<file path="src/rtl/core/energy_voice_segmenter_macros.svh">
// ----------------------------------------------------------------------------
// energy_voice_segmenter_macros
// Assertion macros used by the segmenter frame core.
// ----------------------------------------------------------------------------
`ifndef ENERGY_VOICE_SEGMENTER_MACROS_SVH
`define ENERGY_VOICE_SEGMENTER_MACROS_SVH

`ifndef SYNTHESIS
`define EVS_ASSERT_IMP(label, ck, rn, ante, cons) \
  label: assert property (@(posedge ck) disable iff (!rn) (ante) |-> (cons)) \
    else $error("evs assertion failed");
`define EVS_ASSERT_NXT(label, ck, rn, ante, cons) \
  label: assert property (@(posedge ck) disable iff (!rn) (ante) |=> (cons)) \
    else $error("evs assertion failed");
`else
`define EVS_ASSERT_IMP(label, ck, rn, ante, cons)
`define EVS_ASSERT_NXT(label, ck, rn, ante, cons)
`endif

`endif

</file>
<file path="src/rtl/core/evs_pkg.sv">
// ----------------------------------------------------------------------------
// evs_pkg
// Types and constants of the energy voice segmenter.
// ----------------------------------------------------------------------------
package evs_pkg;

  localparam int unsigned CFG_IDX_W = 2;

  localparam logic [CFG_IDX_W-1:0] CFG_LOUD_THR     = 2'd0;
  localparam logic [CFG_IDX_W-1:0] CFG_START_FRAMES = 2'd1;
  localparam logic [CFG_IDX_W-1:0] CFG_END_FRAMES   = 2'd2;

  localparam logic [31:0] RST_LOUD_THR     = 32'd100000;
  localparam logic [3:0]  RST_START_FRAMES = 4'd5;
  localparam logic [3:0]  RST_END_FRAMES   = 4'd5;

  typedef enum logic [1:0] {
    PH_IDLE     = 2'd0,
    PH_STARTING = 2'd1,
    PH_ACTIVE   = 2'd2,
    PH_ENDING   = 2'd3
  } evs_phase_t;

  typedef struct packed {
    logic [31:0] loud_thr;
    logic [3:0]  start_frames;
    logic [3:0]  end_frames;
  } evs_cfg_t;

  typedef struct packed {
    logic signed [15:0] sample;
    logic               frame_last;
  } evs_item_t;

endpackage

</file>
<file path="src/rtl/core/evs_in_if.sv">
// ----------------------------------------------------------------------------
// evs_in_if
// Sample input channel: valid/ready with one sample and frame-last flag.
// ----------------------------------------------------------------------------
interface evs_in_if;
  logic               valid;
  logic               ready;
  logic signed [15:0] sample;
  logic               frame_last;

  modport source (output valid, output sample, output frame_last, input ready);
  modport sink   (input valid, input sample, input frame_last, output ready);
endinterface

</file>
<file path="src/rtl/core/evs_out_if.sv">
// ----------------------------------------------------------------------------
// evs_out_if
// Frame decision channel: valid/ready with one decision per frame.
// ----------------------------------------------------------------------------
interface evs_out_if;
  logic        valid;
  logic        ready;
  logic [1:0]  new_phase;
  logic        keep_frame;
  logic        discard_segment;
  logic        segment_done;
  logic [19:0] segment_samples;
  logic [31:0] frame_energy;
  logic        overflow;

  modport source (output valid, output new_phase, output keep_frame,
                  output discard_segment, output segment_done,
                  output segment_samples, output frame_energy, output overflow,
                  input ready);
  modport sink   (input valid, input new_phase, input keep_frame,
                  input discard_segment, input segment_done,
                  input segment_samples, input frame_energy, input overflow,
                  output ready);
endinterface

</file>
<file path="src/rtl/core/evs_cfg_if.sv">
// ----------------------------------------------------------------------------
// evs_cfg_if
// Configuration write channel: valid/ready with register index and data.
// ----------------------------------------------------------------------------
interface evs_cfg_if;
  logic                           valid;
  logic                           ready;
  logic [evs_pkg::CFG_IDX_W-1:0]  index;
  logic [31:0]                    data;

  modport source (output valid, output index, output data, input ready);
  modport sink   (input valid, input index, input data, output ready);
endinterface

</file>
<file path="src/rtl/core/energy_voice_segmenter.sv">
// ----------------------------------------------------------------------------
// energy_voice_segmenter
// Energy-based voice activity detector with hangover, one decision per frame.
// ----------------------------------------------------------------------------
// Takes one sample per cycle while input ready is high. Samples pass through an input
// register into the frame core, which sums absolute values and, on the
// frame-last sample, runs the idle/starting/active/ending machine and loads
// the result register; the registered decision is valid in the cycle after
// the core takes the frame-last sample. Samples that are not frame-last
// produce no result. Input ready drops only while a frame-last sample waits
// behind an unread result.
// Configuration writes are accepted every cycle and must be made while idle.
module energy_voice_segmenter #(
  parameter int unsigned MAX_SEGMENT_SAMPLES = 524288
) (
  input  logic      clk,
  input  logic      rst_n,
  evs_in_if.sink    in_ch,
  evs_out_if.source out_ch,
  evs_cfg_if.sink   cfg_ch
);
  import evs_pkg::*;

  evs_cfg_t  cfg;
  logic      s1_valid;
  evs_item_t s1_item;
  logic      s1_take;

  evs_cfg_regs u_cfg (
    .clk    (clk),
    .rst_n  (rst_n),
    .cfg_ch (cfg_ch),
    .cfg    (cfg)
  );

  evs_in_stage u_in (
    .clk      (clk),
    .rst_n    (rst_n),
    .in_ch    (in_ch),
    .s1_valid (s1_valid),
    .s1_item  (s1_item),
    .s1_take  (s1_take)
  );

  evs_frame_core #(
    .MAX_SEGMENT_SAMPLES (MAX_SEGMENT_SAMPLES)
  ) u_core (
    .clk      (clk),
    .rst_n    (rst_n),
    .cfg      (cfg),
    .s1_valid (s1_valid),
    .s1_item  (s1_item),
    .s1_take  (s1_take),
    .out_ch   (out_ch)
  );

endmodule

</file>
<file path="src/rtl/core/evs_cfg_regs.sv">
// ----------------------------------------------------------------------------
// evs_cfg_regs
// Configuration register file; writes to unknown indexes are dropped.
// ----------------------------------------------------------------------------
module evs_cfg_regs (
  input  logic              clk,
  input  logic              rst_n,
  evs_cfg_if.sink           cfg_ch,
  output evs_pkg::evs_cfg_t cfg
);
  import evs_pkg::*;

  evs_cfg_t cfg_r;

  assign cfg_ch.ready = 1'b1;
  assign cfg          = cfg_r;

  always_ff @(posedge clk) begin
    if (!rst_n) begin
      cfg_r.loud_thr     <= RST_LOUD_THR;
      cfg_r.start_frames <= RST_START_FRAMES;
      cfg_r.end_frames   <= RST_END_FRAMES;
    end else if (cfg_ch.valid) begin
      case (cfg_ch.index)
        CFG_LOUD_THR:     cfg_r.loud_thr     <= cfg_ch.data;
        CFG_START_FRAMES: cfg_r.start_frames <= cfg_ch.data[3:0];
        CFG_END_FRAMES:   cfg_r.end_frames   <= cfg_ch.data[3:0];
        default: ;
      endcase
    end
  end

endmodule

</file>
<file path="src/rtl/core/evs_in_stage.sv">
// ----------------------------------------------------------------------------
// evs_in_stage
// Input register: holds one accepted sample until the frame core takes it.
// ----------------------------------------------------------------------------
module evs_in_stage (
  input  logic               clk,
  input  logic               rst_n,
  evs_in_if.sink             in_ch,
  output logic               s1_valid,
  output evs_pkg::evs_item_t s1_item,
  input  logic               s1_take
);
  import evs_pkg::*;

  logic      s1_valid_r;
  evs_item_t s1_item_r;

  assign in_ch.ready = !s1_valid_r || s1_take;
  assign s1_valid    = s1_valid_r;
  assign s1_item     = s1_item_r;

  always_ff @(posedge clk) begin
    if (!rst_n) begin
      s1_valid_r <= 1'b0;
    end else if (in_ch.valid && in_ch.ready) begin
      s1_valid_r <= 1'b1;
    end else if (s1_take) begin
      s1_valid_r <= 1'b0;
    end
  end

  always_ff @(posedge clk) begin
    if (in_ch.valid && in_ch.ready) begin
      s1_item_r.sample     <= in_ch.sample;
      s1_item_r.frame_last <= in_ch.frame_last;
    end
  end

endmodule

</file>
<file path="src/rtl/core/evs_frame_core.sv">
// ----------------------------------------------------------------------------
// evs_frame_core
// Energy accumulation, frame state machine and result register.
// ----------------------------------------------------------------------------
`include "energy_voice_segmenter_macros.svh"

module evs_frame_core #(
  parameter int unsigned MAX_SEGMENT_SAMPLES = 524288
) (
  input  logic               clk,
  input  logic               rst_n,
  input  evs_pkg::evs_cfg_t  cfg,
  input  logic               s1_valid,
  input  evs_pkg::evs_item_t s1_item,
  output logic               s1_take,
  evs_out_if.source          out_ch
);
  import evs_pkg::*;

  localparam int unsigned     LEN_W   = $clog2(MAX_SEGMENT_SAMPLES + 2);
  localparam logic [LEN_W-1:0] CNT_SAT = LEN_W'(MAX_SEGMENT_SAMPLES + 1);
  localparam logic [LEN_W:0]   SEG_MAX = (LEN_W + 1)'(MAX_SEGMENT_SAMPLES);

  logic [31:0]      energy_r;
  logic [LEN_W-1:0] fcnt_r;
  evs_phase_t       phase_r, phase_nxt;
  logic [4:0]       start_cnt_r, start_cnt_nxt;
  logic [4:0]       end_cnt_r, end_cnt_nxt;
  logic [LEN_W-1:0] seg_len_r, seg_len_nxt;

  logic             out_valid_r;
  evs_phase_t       out_phase_r;
  logic             out_keep_r;
  logic             out_discard_r;
  logic             out_done_r;
  logic [19:0]      out_seg_r;
  logic [31:0]      out_energy_r;
  logic             out_ovf_r;

  logic             out_free;
  logic             fire_last;
  logic [16:0]      mag;
  logic [32:0]      acc_sum;
  logic [31:0]      energy_sum;
  logic [LEN_W-1:0] fcnt_sum;
  logic             loud;
  logic [LEN_W:0]   app_sum;
  logic             app_clip;
  logic [LEN_W-1:0] app_len;
  logic [4:0]       start_inc;
  logic [4:0]       end_inc;
  logic [4:0]       end_dec;
  logic             keep;
  logic             discard;
  logic             done;
  logic             ovf;
  logic [LEN_W-1:0] report_len;

  assign out_free  = !out_valid_r || out_ch.ready;
  assign s1_take   = s1_valid && (!s1_item.frame_last || out_free);
  assign fire_last = s1_take && s1_item.frame_last;

  // datapath
  assign mag        = s1_item.sample[15] ? (17'h10000 - {1'b0, s1_item.sample})
                                         : {1'b0, s1_item.sample};
  assign acc_sum    = {1'b0, energy_r} + {16'b0, mag};
  assign energy_sum = acc_sum[32] ? 32'hFFFF_FFFF : acc_sum[31:0];
  assign fcnt_sum   = (fcnt_r == CNT_SAT) ? CNT_SAT : fcnt_r + LEN_W'(1);
  assign loud       = energy_sum >= cfg.loud_thr;
  assign app_sum    = {1'b0, seg_len_r} + {1'b0, fcnt_sum};
  assign app_clip   = app_sum > SEG_MAX;
  assign app_len    = app_clip ? SEG_MAX[LEN_W-1:0] : app_sum[LEN_W-1:0];
  assign start_inc  = start_cnt_r + 5'd1;
  assign end_inc    = end_cnt_r + 5'd1;
  assign end_dec    = (end_cnt_r != 5'd0) ? end_cnt_r - 5'd1 : 5'd0;

  // state machine outputs
  always_comb begin
    keep       = loud || (phase_r == PH_ACTIVE) || (phase_r == PH_ENDING);
    discard    = !loud && (phase_r == PH_STARTING);
    done       = !loud && (phase_r == PH_ENDING) && (end_inc > {1'b0, cfg.end_frames});
    ovf        = keep && app_clip;
    report_len = discard ? '0 : (keep ? app_len : seg_len_r);
  end

  // state machine next state
  always_comb begin
    phase_nxt     = phase_r;
    start_cnt_nxt = start_cnt_r;
    end_cnt_nxt   = end_cnt_r;
    case (phase_r)
      PH_IDLE: begin
        if (loud) begin
          phase_nxt     = PH_STARTING;
          start_cnt_nxt = start_inc;
        end
      end
      PH_STARTING: begin
        if (loud) begin
          start_cnt_nxt = start_inc;
          if (start_inc > {1'b0, cfg.start_frames}) begin
            phase_nxt = PH_ACTIVE;
          end
        end else begin
          phase_nxt     = PH_IDLE;
          start_cnt_nxt = 5'd0;
        end
      end
      PH_ACTIVE: begin
        if (!loud) begin
          phase_nxt   = PH_ENDING;
          end_cnt_nxt = end_inc;
        end
      end
      PH_ENDING: begin
        if (loud) begin
          end_cnt_nxt = end_dec;
          if (end_dec == 5'd0) begin
            phase_nxt = PH_ACTIVE;
          end
        end else if (done) begin
          phase_nxt     = PH_IDLE;
          end_cnt_nxt   = 5'd0;
          start_cnt_nxt = 5'd0;
        end else begin
          end_cnt_nxt = end_inc;
        end
      end
      default: phase_nxt = PH_IDLE;
    endcase
    if (done || discard) begin
      seg_len_nxt = '0;
    end else if (keep) begin
      seg_len_nxt = app_len;
    end else begin
      seg_len_nxt = seg_len_r;
    end
  end

  always_ff @(posedge clk) begin
    if (!rst_n) begin
      energy_r    <= '0;
      fcnt_r      <= '0;
      phase_r     <= PH_IDLE;
      start_cnt_r <= '0;
      end_cnt_r   <= '0;
      seg_len_r   <= '0;
    end else if (fire_last) begin
      energy_r    <= '0;
      fcnt_r      <= '0;
      phase_r     <= phase_nxt;
      start_cnt_r <= start_cnt_nxt;
      end_cnt_r   <= end_cnt_nxt;
      seg_len_r   <= seg_len_nxt;
    end else if (s1_take) begin
      energy_r <= energy_sum;
      fcnt_r   <= fcnt_sum;
    end
  end

  always_ff @(posedge clk) begin
    if (!rst_n) begin
      out_valid_r <= 1'b0;
    end else if (fire_last) begin
      out_valid_r <= 1'b1;
    end else if (out_ch.ready) begin
      out_valid_r <= 1'b0;
    end
  end

  always_ff @(posedge clk) begin
    if (fire_last) begin
      out_phase_r   <= phase_nxt;
      out_keep_r    <= keep;
      out_discard_r <= discard;
      out_done_r    <= done;
      out_seg_r     <= 20'(report_len);
      out_energy_r  <= energy_sum;
      out_ovf_r     <= ovf;
    end
  end

  assign out_ch.valid           = out_valid_r;
  assign out_ch.new_phase       = out_phase_r;
  assign out_ch.keep_frame      = out_keep_r;
  assign out_ch.discard_segment = out_discard_r;
  assign out_ch.segment_done    = out_done_r;
  assign out_ch.segment_samples = out_seg_r;
  assign out_ch.frame_energy    = out_energy_r;
  assign out_ch.overflow        = out_ovf_r;

  `EVS_ASSERT_NXT(a_last_gives_result, clk, rst_n, fire_last, out_valid_r)
  `EVS_ASSERT_IMP(a_seg_bounded, clk, rst_n, 1'b1, {1'b0, seg_len_r} <= SEG_MAX)
  `EVS_ASSERT_IMP(a_idle_clean, clk, rst_n, phase_r == PH_IDLE,
                  (start_cnt_r == 5'd0) && (seg_len_r == '0))
  `EVS_ASSERT_IMP(a_close_to_idle, clk, rst_n,
                  out_valid_r && (out_discard_r || out_done_r),
                  (out_phase_r == PH_IDLE) && !(out_discard_r && out_done_r))

endmodule
</file>
<file path="src/flat_wrapper.sv">
// flat-port wrapper written by rule: the top's interface ports become plain ports
module energy_voice_segmenter_flat import evs_pkg::*;
#(
  parameter int unsigned MAX_SEGMENT_SAMPLES = 524288
)
  (clk, rst_n, in_ch_valid, in_ch_sample, in_ch_frame_last, in_ch_ready, out_ch_valid, out_ch_new_phase, out_ch_keep_frame, out_ch_discard_segment, out_ch_segment_done, out_ch_segment_samples, out_ch_frame_energy, out_ch_overflow, out_ch_ready, cfg_ch_valid, cfg_ch_index, cfg_ch_data, cfg_ch_ready);
  evs_in_if in_ch_i ();
  evs_out_if out_ch_i ();
  evs_cfg_if cfg_ch_i ();
  input  logic clk;
  input  logic rst_n;
  input wire logic [$bits(in_ch_i.valid)-1:0] in_ch_valid;
  input wire logic [$bits(in_ch_i.sample)-1:0] in_ch_sample;
  input wire logic [$bits(in_ch_i.frame_last)-1:0] in_ch_frame_last;
  output wire logic [$bits(in_ch_i.ready)-1:0] in_ch_ready;
  output wire logic [$bits(out_ch_i.valid)-1:0] out_ch_valid;
  output wire logic [$bits(out_ch_i.new_phase)-1:0] out_ch_new_phase;
  output wire logic [$bits(out_ch_i.keep_frame)-1:0] out_ch_keep_frame;
  output wire logic [$bits(out_ch_i.discard_segment)-1:0] out_ch_discard_segment;
  output wire logic [$bits(out_ch_i.segment_done)-1:0] out_ch_segment_done;
  output wire logic [$bits(out_ch_i.segment_samples)-1:0] out_ch_segment_samples;
  output wire logic [$bits(out_ch_i.frame_energy)-1:0] out_ch_frame_energy;
  output wire logic [$bits(out_ch_i.overflow)-1:0] out_ch_overflow;
  input wire logic [$bits(out_ch_i.ready)-1:0] out_ch_ready;
  input wire logic [$bits(cfg_ch_i.valid)-1:0] cfg_ch_valid;
  input wire logic [$bits(cfg_ch_i.index)-1:0] cfg_ch_index;
  input wire logic [$bits(cfg_ch_i.data)-1:0] cfg_ch_data;
  output wire logic [$bits(cfg_ch_i.ready)-1:0] cfg_ch_ready;
  assign in_ch_i.valid = in_ch_valid;
  assign in_ch_i.sample = in_ch_sample;
  assign in_ch_i.frame_last = in_ch_frame_last;
  assign in_ch_ready = in_ch_i.ready;
  assign out_ch_valid = out_ch_i.valid;
  assign out_ch_new_phase = out_ch_i.new_phase;
  assign out_ch_keep_frame = out_ch_i.keep_frame;
  assign out_ch_discard_segment = out_ch_i.discard_segment;
  assign out_ch_segment_done = out_ch_i.segment_done;
  assign out_ch_segment_samples = out_ch_i.segment_samples;
  assign out_ch_frame_energy = out_ch_i.frame_energy;
  assign out_ch_overflow = out_ch_i.overflow;
  assign out_ch_i.ready = out_ch_ready;
  assign cfg_ch_i.valid = cfg_ch_valid;
  assign cfg_ch_i.index = cfg_ch_index;
  assign cfg_ch_i.data = cfg_ch_data;
  assign cfg_ch_ready = cfg_ch_i.ready;
  energy_voice_segmenter #(.MAX_SEGMENT_SAMPLES(MAX_SEGMENT_SAMPLES)) u_core (.clk(clk), .rst_n(rst_n), .in_ch(in_ch_i), .out_ch(out_ch_i), .cfg_ch(cfg_ch_i));
endmodule
</file>
<file path="config.mk">
export PLATFORM = sky130hd
export DESIGN_NAME = energy_voice_segmenter_flat
export DESIGN_NICKNAME = d
export VERILOG_FILES = /design/src/rtl/core/evs_pkg.sv /design/src/rtl/core/evs_in_if.sv /design/src/rtl/core/evs_out_if.sv /design/src/rtl/core/evs_cfg_if.sv /design/src/rtl/core/energy_voice_segmenter.sv /design/src/rtl/core/evs_cfg_regs.sv /design/src/rtl/core/evs_in_stage.sv /design/src/rtl/core/evs_frame_core.sv /design/src/flat_wrapper.sv
export VERILOG_INCLUDE_DIRS = /design/src /design/src/rtl/core
export SDC_FILE = /design/constraint.sdc
export NUM_CORES = 1
export LEC_CHECK = 0
export CORE_MARGIN = 2
export CORE_UTILIZATION = 58
export CTS_CLUSTER_DIAMETER = 50
export DETAILED_ROUTE_END_ITERATION = 8
export DONT_BUFFER_PORTS = 1
export PLACE_DENSITY = 0.78
export SLEW_MARGIN = 40
export SYNTH_ARGS = -nofsm -noshare
export SYNTH_HDL_FRONTEND = slang
export SYNTH_SLANG_ARGS = --single-unit
export TNS_END_PERCENT = 50
</file>
<file path="constraint.sdc">
create_clock -name clk -period 5.9 [get_ports clk]
set_input_delay 0.885 -clock clk [delete_from_list [all_inputs] [get_ports clk]]
set_output_delay 0.885 -clock clk [all_outputs]
set_load 0.02 [all_outputs]
</file>
## After elaboration in Yosys (flattened, before gate mapping)

Index checks and enable logic that the tools add are counted.

| cells by class | value |
|---|---|
| $add $sub $neg | 7 |
| bitwise logic cells | 1 |
| reductions and logical operators | 31 |
| magnitude comparators | 4 |
| muxes and demuxes | 28 |
| eq/ne operators | 10 |

Operators by type and width:

| kind | number |
|---|---|
| $mux W20 | 4 |
| $mux W5 | 8 |
| $add A32 B17 Y33 | 1 |
| $ge A32 B32 Y1 | 1 |
| $mux W32 | 1 |
| $add A20 B20 Y21 | 1 |
| $gt A21 B20 Y1 const B | 1 |
| $add A20 B1 Y20 const B | 1 |
| $eq A20 B20 Y1 const B | 1 |
| $mux W17 | 1 |
| $sub A17 B16 Y17 const A | 1 |
| $pmux W5 S3 | 1 |
| $mux W2 | 7 |
| $add A5 B1 Y5 const B | 2 |
| $gt A5 B4 Y1 | 2 |
| $pmux W5 S2 | 1 |
| $ne A2 B2 Y1 const B | 4 |
| $pmux W2 S4 | 1 |
| $logic_and A1 B1 Y1 | 7 |
| $eq A2 B2 Y1 const B | 3 |
| $logic_or A1 B1 Y1 | 6 |
| $reduce_and A2 Y1 | 3 |
| $reduce_bool A2 Y1 | 3 |
| $logic_not A5 Y1 | 1 |
| other kinds (11) | 19 |

| word-level totals | value |
|---|---|
| flip-flop bits (word level) | 201 |
| word-level logic and storage cells | 101 |

## Depth between registers and ports, before layout

| depth | value |
|---|---|
| word-level depth | 11 |
| gate-level depth with buffers | 26 |
| gate-level depth less buffers | 24 |

## Cells and area by module

Synthesis repeated with hierarchy kept, for this count alone.

| second synthesis, totals | value |
|---|---|
| cells, all modules | 1252 |
| area, all modules | 11547.3 um^2 |

Modules (own cells, without submodules):

| module | area an instance (um^2) | instances | cells an instance |
|---|---|---|---|
| evs_frame_core | 9298.9 | 1 | 1056 |
| evs_cfg_regs | 1680.4 | 1 | 174 |
| evs_in_stage | 568.0 | 1 | 22 |

## Worst setup path after synthesis

No wires, ideal clock.

| timing path | value |
|---|---|
| path kind | register to register |
| start | reg u_core.u_in.s1_item_r, in the netlist u_core.u_in.s1_item[5] |
| end | reg u_core.u_core.start_cnt_r[3] |
| setup slack | 0.276 ns |
| data required time | 5.830 ns |
| arrival | 5.554 ns |
| period minus slack after synthesis | 5.624 ns |
| cell stages (with the launch flop) | 23 |
| cell sequence | edfxtp_1 or4_1 or3_1 o41ai_1 xnor2_1 ha_1 nand2_1 inv_1 a221oi_1 a21bo_2 a211o_1 nand4_2 clkbuf_1 nand2_1 ha_1 a211o_1 a31oi_1 o21ai_1 a211o_1 a211o_1 a221o_1 nand3b_1 a21boi_1 |

| between the ends | value |
|---|---|
| word-level cells in the longest chain between the ends | 10 |

RTL lines:

| element | line | source |
|---|---|---|
| from (decl) | evs_in_stage.sv:16 | `evs_item_t s1_item_r;` |
| $sub A17 B16 Y17 | evs_frame_core.sv:64 | `assign mag = s1_item.sample[15] ? (17'h10000 - {1'b0, s1_item.sample})` |
| $mux W17 * | evs_frame_core.sv:64 |  |
| $add A32 B17 Y33 * | evs_frame_core.sv:66 | `assign acc_sum = {1'b0, energy_r} + {16'b0, mag};` |
| $mux W32 * | evs_frame_core.sv:67 | `assign energy_sum = acc_sum[32] ? 32'hFFFF_FFFF : acc_sum[31:0];` |
| via u_core.u_core.energy_sum[2] | evs_frame_core.sv:44 | `logic [31:0] energy_sum;` |
| $ge A32 B32 Y1 * | evs_frame_core.sv:69 | `assign loud = energy_sum >= cfg.loud_thr;` |
| $logic_not A1 Y1 | n/a |  |
| $logic_and A1 B1 Y1 (2 in a row) | evs_frame_core.sv:81 | `done = !loud && (phase_r == PH_ENDING) && (end_inc > {1'b0, cfg.end_frames});` |
| $ne A2 B2 Y1 (no line) | n/a |  |
| $reduce_and A5 Y1 (no line) | n/a |  |
| to (signal assigned) | evs_frame_core.sv:152 | `start_cnt_r <= start_cnt_nxt;` |
| to (decl) | evs_frame_core.sv:27 | `logic [4:0] start_cnt_r, start_cnt_nxt;` |

The timed path passes the listed nets; every way through them passes the cells marked *.
A chain may end at the register's enable or synchronous reset.

## Worst setup path in the final report

| timing path | value |
|---|---|
| start | reg u_core.u_in.s1_item_r, in the netlist u_core.u_in.s1_item[7] |
| end | reg u_core.u_core.seg_len_r[5] |

| between the ends | value |
|---|---|
| word-level cells in the longest chain between the ends | 10 |

RTL lines:

| element | line | source |
|---|---|---|
| $sub A17 B16 Y17 | evs_frame_core.sv:64 |  |
| $mux W17 * | evs_frame_core.sv:64 |  |
| $add A32 B17 Y33 * | evs_frame_core.sv:66 |  |
| $mux W32 * | evs_frame_core.sv:67 |  |
| via u_core.u_core.energy_sum[6] | evs_frame_core.sv:44 |  |
| $ge A32 B32 Y1 * | evs_frame_core.sv:69 |  |
| $logic_not A1 Y1 | n/a |  |
| $logic_and A1 B1 Y1 (2 in a row) | evs_frame_core.sv:81 |  |
| $logic_or A1 B1 Y1 | evs_frame_core.sv:131 | `if (done \|\| discard) begin` |
| $mux W20 * | evs_frame_core.sv:131 |  |
| to (signal assigned) | evs_frame_core.sv:154 | `seg_len_r <= seg_len_nxt;` |
| to (decl) | evs_frame_core.sv:29 | `logic [LEN_W-1:0] seg_len_r, seg_len_nxt;` |

Marked as above.

==> impl_metrics.csv <==
group,metric,value,unit
run_status,status,"complete, no violations",
logic_synthesis,yosysMostFrequentCell,"nand2_1",
worst_setup_path,endpoint_kind,"register",
sta,slew_headroom,44.2,%
grt,grt_overflow,0,
worst_setup_path,crit_family,"compound AO/OA/AOI/OAI gates",
logic_synthesis,ys_seq_area_share,41.4,%
finish,layout-drive-gt1-share,14.9,%
logic_synthesis,ys_ff_latch,201,
min_path,hold_depth,1,
sta,setup_viol,0,
logic_synthesis,synth_top_area_share,21.8,%
routing,wl_met1,12100,um
floorplan,start_util,59.1,%
worst_setup_path,cp-start-kind,"register",
finish,post-route-util,68.5,%
sta,fin_worst_skew,9.08,ps
logic_synthesis,ys_types,92,
worst_setup_path,cp_common_cell,"ha_1",
logic_synthesis,synth_area_leaders,"dfxtp_1, edfxtp_1, ha_1",
worst_setup_path,cp.required,6350,ps
pwr,powerDensity,264,nW/um2
worst_setup_path,crit_path_cell_trace,"or4_4, or3_4, o41ai_4, xnor2_1, ha_1, nand2_2, nor3_2, a221oi_1, a21bo_2, a211o_1, nand4_4, buf_6, nand2_1, ha_1, and2_1, a221oi_2, o21ai_1, a211o_4, a21oi_4, nor3b_4, o21a_4, clkbuf_16, o2bb2ai_1",
grt,grt_antenna_before_repair,0,
placed_design,dp_hpwl,19200,um
worst_setup_path,critPathMaxStageDelay,560,ps
worst_setup_path,reg2regPathDepth,23,
worst_setup_path,critPathBufInv,2,
clocking,cts_buffers,26,
flow_run,max_cap_viol_count,0,
clocking,htree_num_levels,1,
grt,grt_usage,24.5,%
clocking,cts_root_buf,"clkbuf_16",
worst_setup_path,cp_num_cells,23,
placed_design,numPortBuffers,0,
worst_setup_path,reg2reg_slack,60,ps
logic_synthesis,synth_fp_nets,1388,
logic_synthesis,synthArstFlopShare,0,%
pwr,ir_drop,0.256,mV
sta,drv_slew,0,
placed_design,gp_congestion,0.907,
finish,nets,1419,
worst_setup_path,timing_worst_setup_path_type,"register to register",
sta,holdWs,438,ps
logic_synthesis,yosysWarnings,0,
routing,drc,0,
sta,max_freq,171,MHz
worst_setup_path,crit_slowest_cell,"or4_4",
worst_setup_path,arrival,6290,ps
floorplan,rows,51,
logic_synthesis,netlist_instances,1247,
finish,diodes,0,
floorplan,die_y,145,um
routing,num_vias,9317,
sta,hold_viol,0,
routing,wl,28200,um
min_path,hp-class,"input pin to register",
finish,fillers,1500,
grt,grt_max_degree,61,
routing,viasPerCell,5.96,
pwr,leakage,5.26,nW
floorplan,io-pin-count,117,
logic_synthesis,synth_top_area_cell,"dfxtp_1",
grt,grt_pass1_vias,8706,
logic_synthesis,synth_area,11500,um2
routing,wl_per_cell,18.1,um
finish,seq_area,4770,um2
sta,rsz0062_at_grt,"true",
sta,tightest_slew,834,ps
logic_synthesis,synth-edff-count,75,
floorplan,die_area,21000,um2
floorplan,die_w,145,um
routing,dr_wl_met3,1740,um
finish,multi_input_area,6730,um2
sta,finalCritPeriodShare,99.0,%
logic_synthesis,synth_commonest_cells,"nand2_1, dfxtp_1, ha_1",
clocking,cts.clk_slew.worst_paths,60,ps
clocking,cts_sinks,201,
routing,met2_wirelength,13500,um
routing,drtPass1Iterations,7,
logic_synthesis,synth-main-ff-cell,"dfxtp_1",
clocking,cts_buffer_depth,3,
worst_setup_path,crit_fanout,10,
sta,fin_setup_tns,0,ps
clocking,clk_latency,530,ps
clocking,cts_tree,"done",
routing,topRoutingLayerUsed,"met4",
finish,areaGrowthSynthToFinish,15.9,%
routing,drt_iter0_markers,578,
floorplan,core_area,19500,um2
routing,ant_nets,0,
logic_synthesis,syn_area_per_cell,9.26,um2
grt,grt_pass1_wl,42900,um
sta,min_period,5840,ps
repair_timing:
item | 4_1_cts | 5_1_grt
pin swaps | 2 | 29
resized for setup | 5 | 90
setup endpoints to repair | 51 | 57
hold buffers | 0 | 0
gates cloned | 1 | 4
hold endpoints to repair | 0 | 0
setup buffers | 1 | 26
through the flow:
stage	area [um2]	setup WS, ps	instances	power (mW)
floorplan	11500	276	1247	1.87
global placement	11800	85.6	1483	1.97
detailed placement	11800	-96.6	1483	1.98
CTS	12700	28.7	1532	3.48
global route	13400	-155	1562	3.66
finish	13400	57.9	1562	3.54
sequential cells by signal, summed over array words and instances (netlist names):
signal	cells
u_core.u_cfg.cfg	40
u_core.u_core.energy_r	32
u_core.u_core.out_ch.frame_energy	32
u_core.u_core.fcnt_r	20
u_core.u_core.out_ch.segment_samples	20
u_core.u_core.seg_len_r	20
u_core.u_in.s1_item	17
u_core.u_core.end_cnt_r	5
u_core.u_core.start_cnt_r	5
u_core.u_core.out_ch.new_phase	2
u_core.u_core.phase_r	2
u_core.u_core.out_ch.discard_segment	1
u_core.u_core.out_ch.keep_frame	1
u_core.u_core.out_ch.overflow	1
u_core.u_core.out_ch.segment_done	1
u_core.u_core.out_ch.valid	1
u_core.u_in.s1_valid	1
cells by family after synthesis:
kind of cell / synth area share, %
and+or+nand+nor: 17.5
AOI/OAI and AO/OA: 19.2
DFF: 41.4
buffers and inverters: 4.44
xor gates and xnor gates: 6.98
adders and majority gates: 9.34
muxes: 1.08
other: 0.0651
area by class of cell:
| type | count | area share, % |
|---|---|---|
| Timing Repair Buffer | 52 | 3.41 |
| Sequential cell | 201 | 35.7 |
| Clock inverter | 10 | 0.524 |
| Tap cell | 265 | 2.48 |
| Multi-Input combinational cell | 928 | 50.3 |
| Clock buffer | 37 | 5.64 |
| Inverter | 69 | 1.94 |
power breakdown:
part | switching (mW) | internal (mW) | total [mW] | leakage [nW]
Sequential | 0.0437 | 1.49 | 1.53 | 1.77
Combinational | 0.309 | 0.200 | 0.510 | 3.08
Clock | 0.602 | 0.894 | 1.50 | 0.409
worst paths after layout:
check	startpoint	end
worst min register to register	u_core.u_cfg.cfg[19]$_SDFFE_PN0P_	u_core.u_cfg.cfg[19]$_SDFFE_PN0P_
worst max register to register	u_core.u_in.s1_item[7]$_DFFE_PP_	u_core.u_core.seg_len_r[5]$_SDFFE_PN0P_
worst min-delay path	rst_n	u_core.u_cfg.cfg[6]$_SDFFE_PN1P_
worst max-delay path	u_core.u_in.s1_item[7]$_DFFE_PP_	u_core.u_core.seg_len_r[5]$_SDFFE_PN0P_
per-layer routing:
metal	vias up	global-route usage [%]
met5	-	0
met3	63	4.59
met4	0	6.67
li1	4576	-
met2	319	41.6
met1	4359	32.1
layout by cell type, fill, tap and decap left out, types with 7 or more instances in the layout:
cell type / n
nand2_2: 8
and3_1: 11
a311oi_1: 22
a211oi_1: 9
ha_1: 72
nor3_1: 17
nand4_1: 18
a21o_1: 14
nor2b_1: 15
buf_4: 44
xnor2_1: 50
nand2_1: 177
o2bb2ai_1: 12
a31oi_1: 7
a21boi_0: 27
a21oi_1: 61
o21ai_0: 45
edfxtp_1: 75
nand3_1: 29
o2bb2ai_2: 7
dfxtp_1: 126
nor2_1: 78
mux2i_1: 8
o211ai_1: 11
ha_4: 9
clkbuf_1: 7
o21a_1: 7
xor2_1: 40
o21ai_1: 23
inv_1: 68
clkbuf_16: 30
Note: power is estimated with default switching activity, not from simulation.
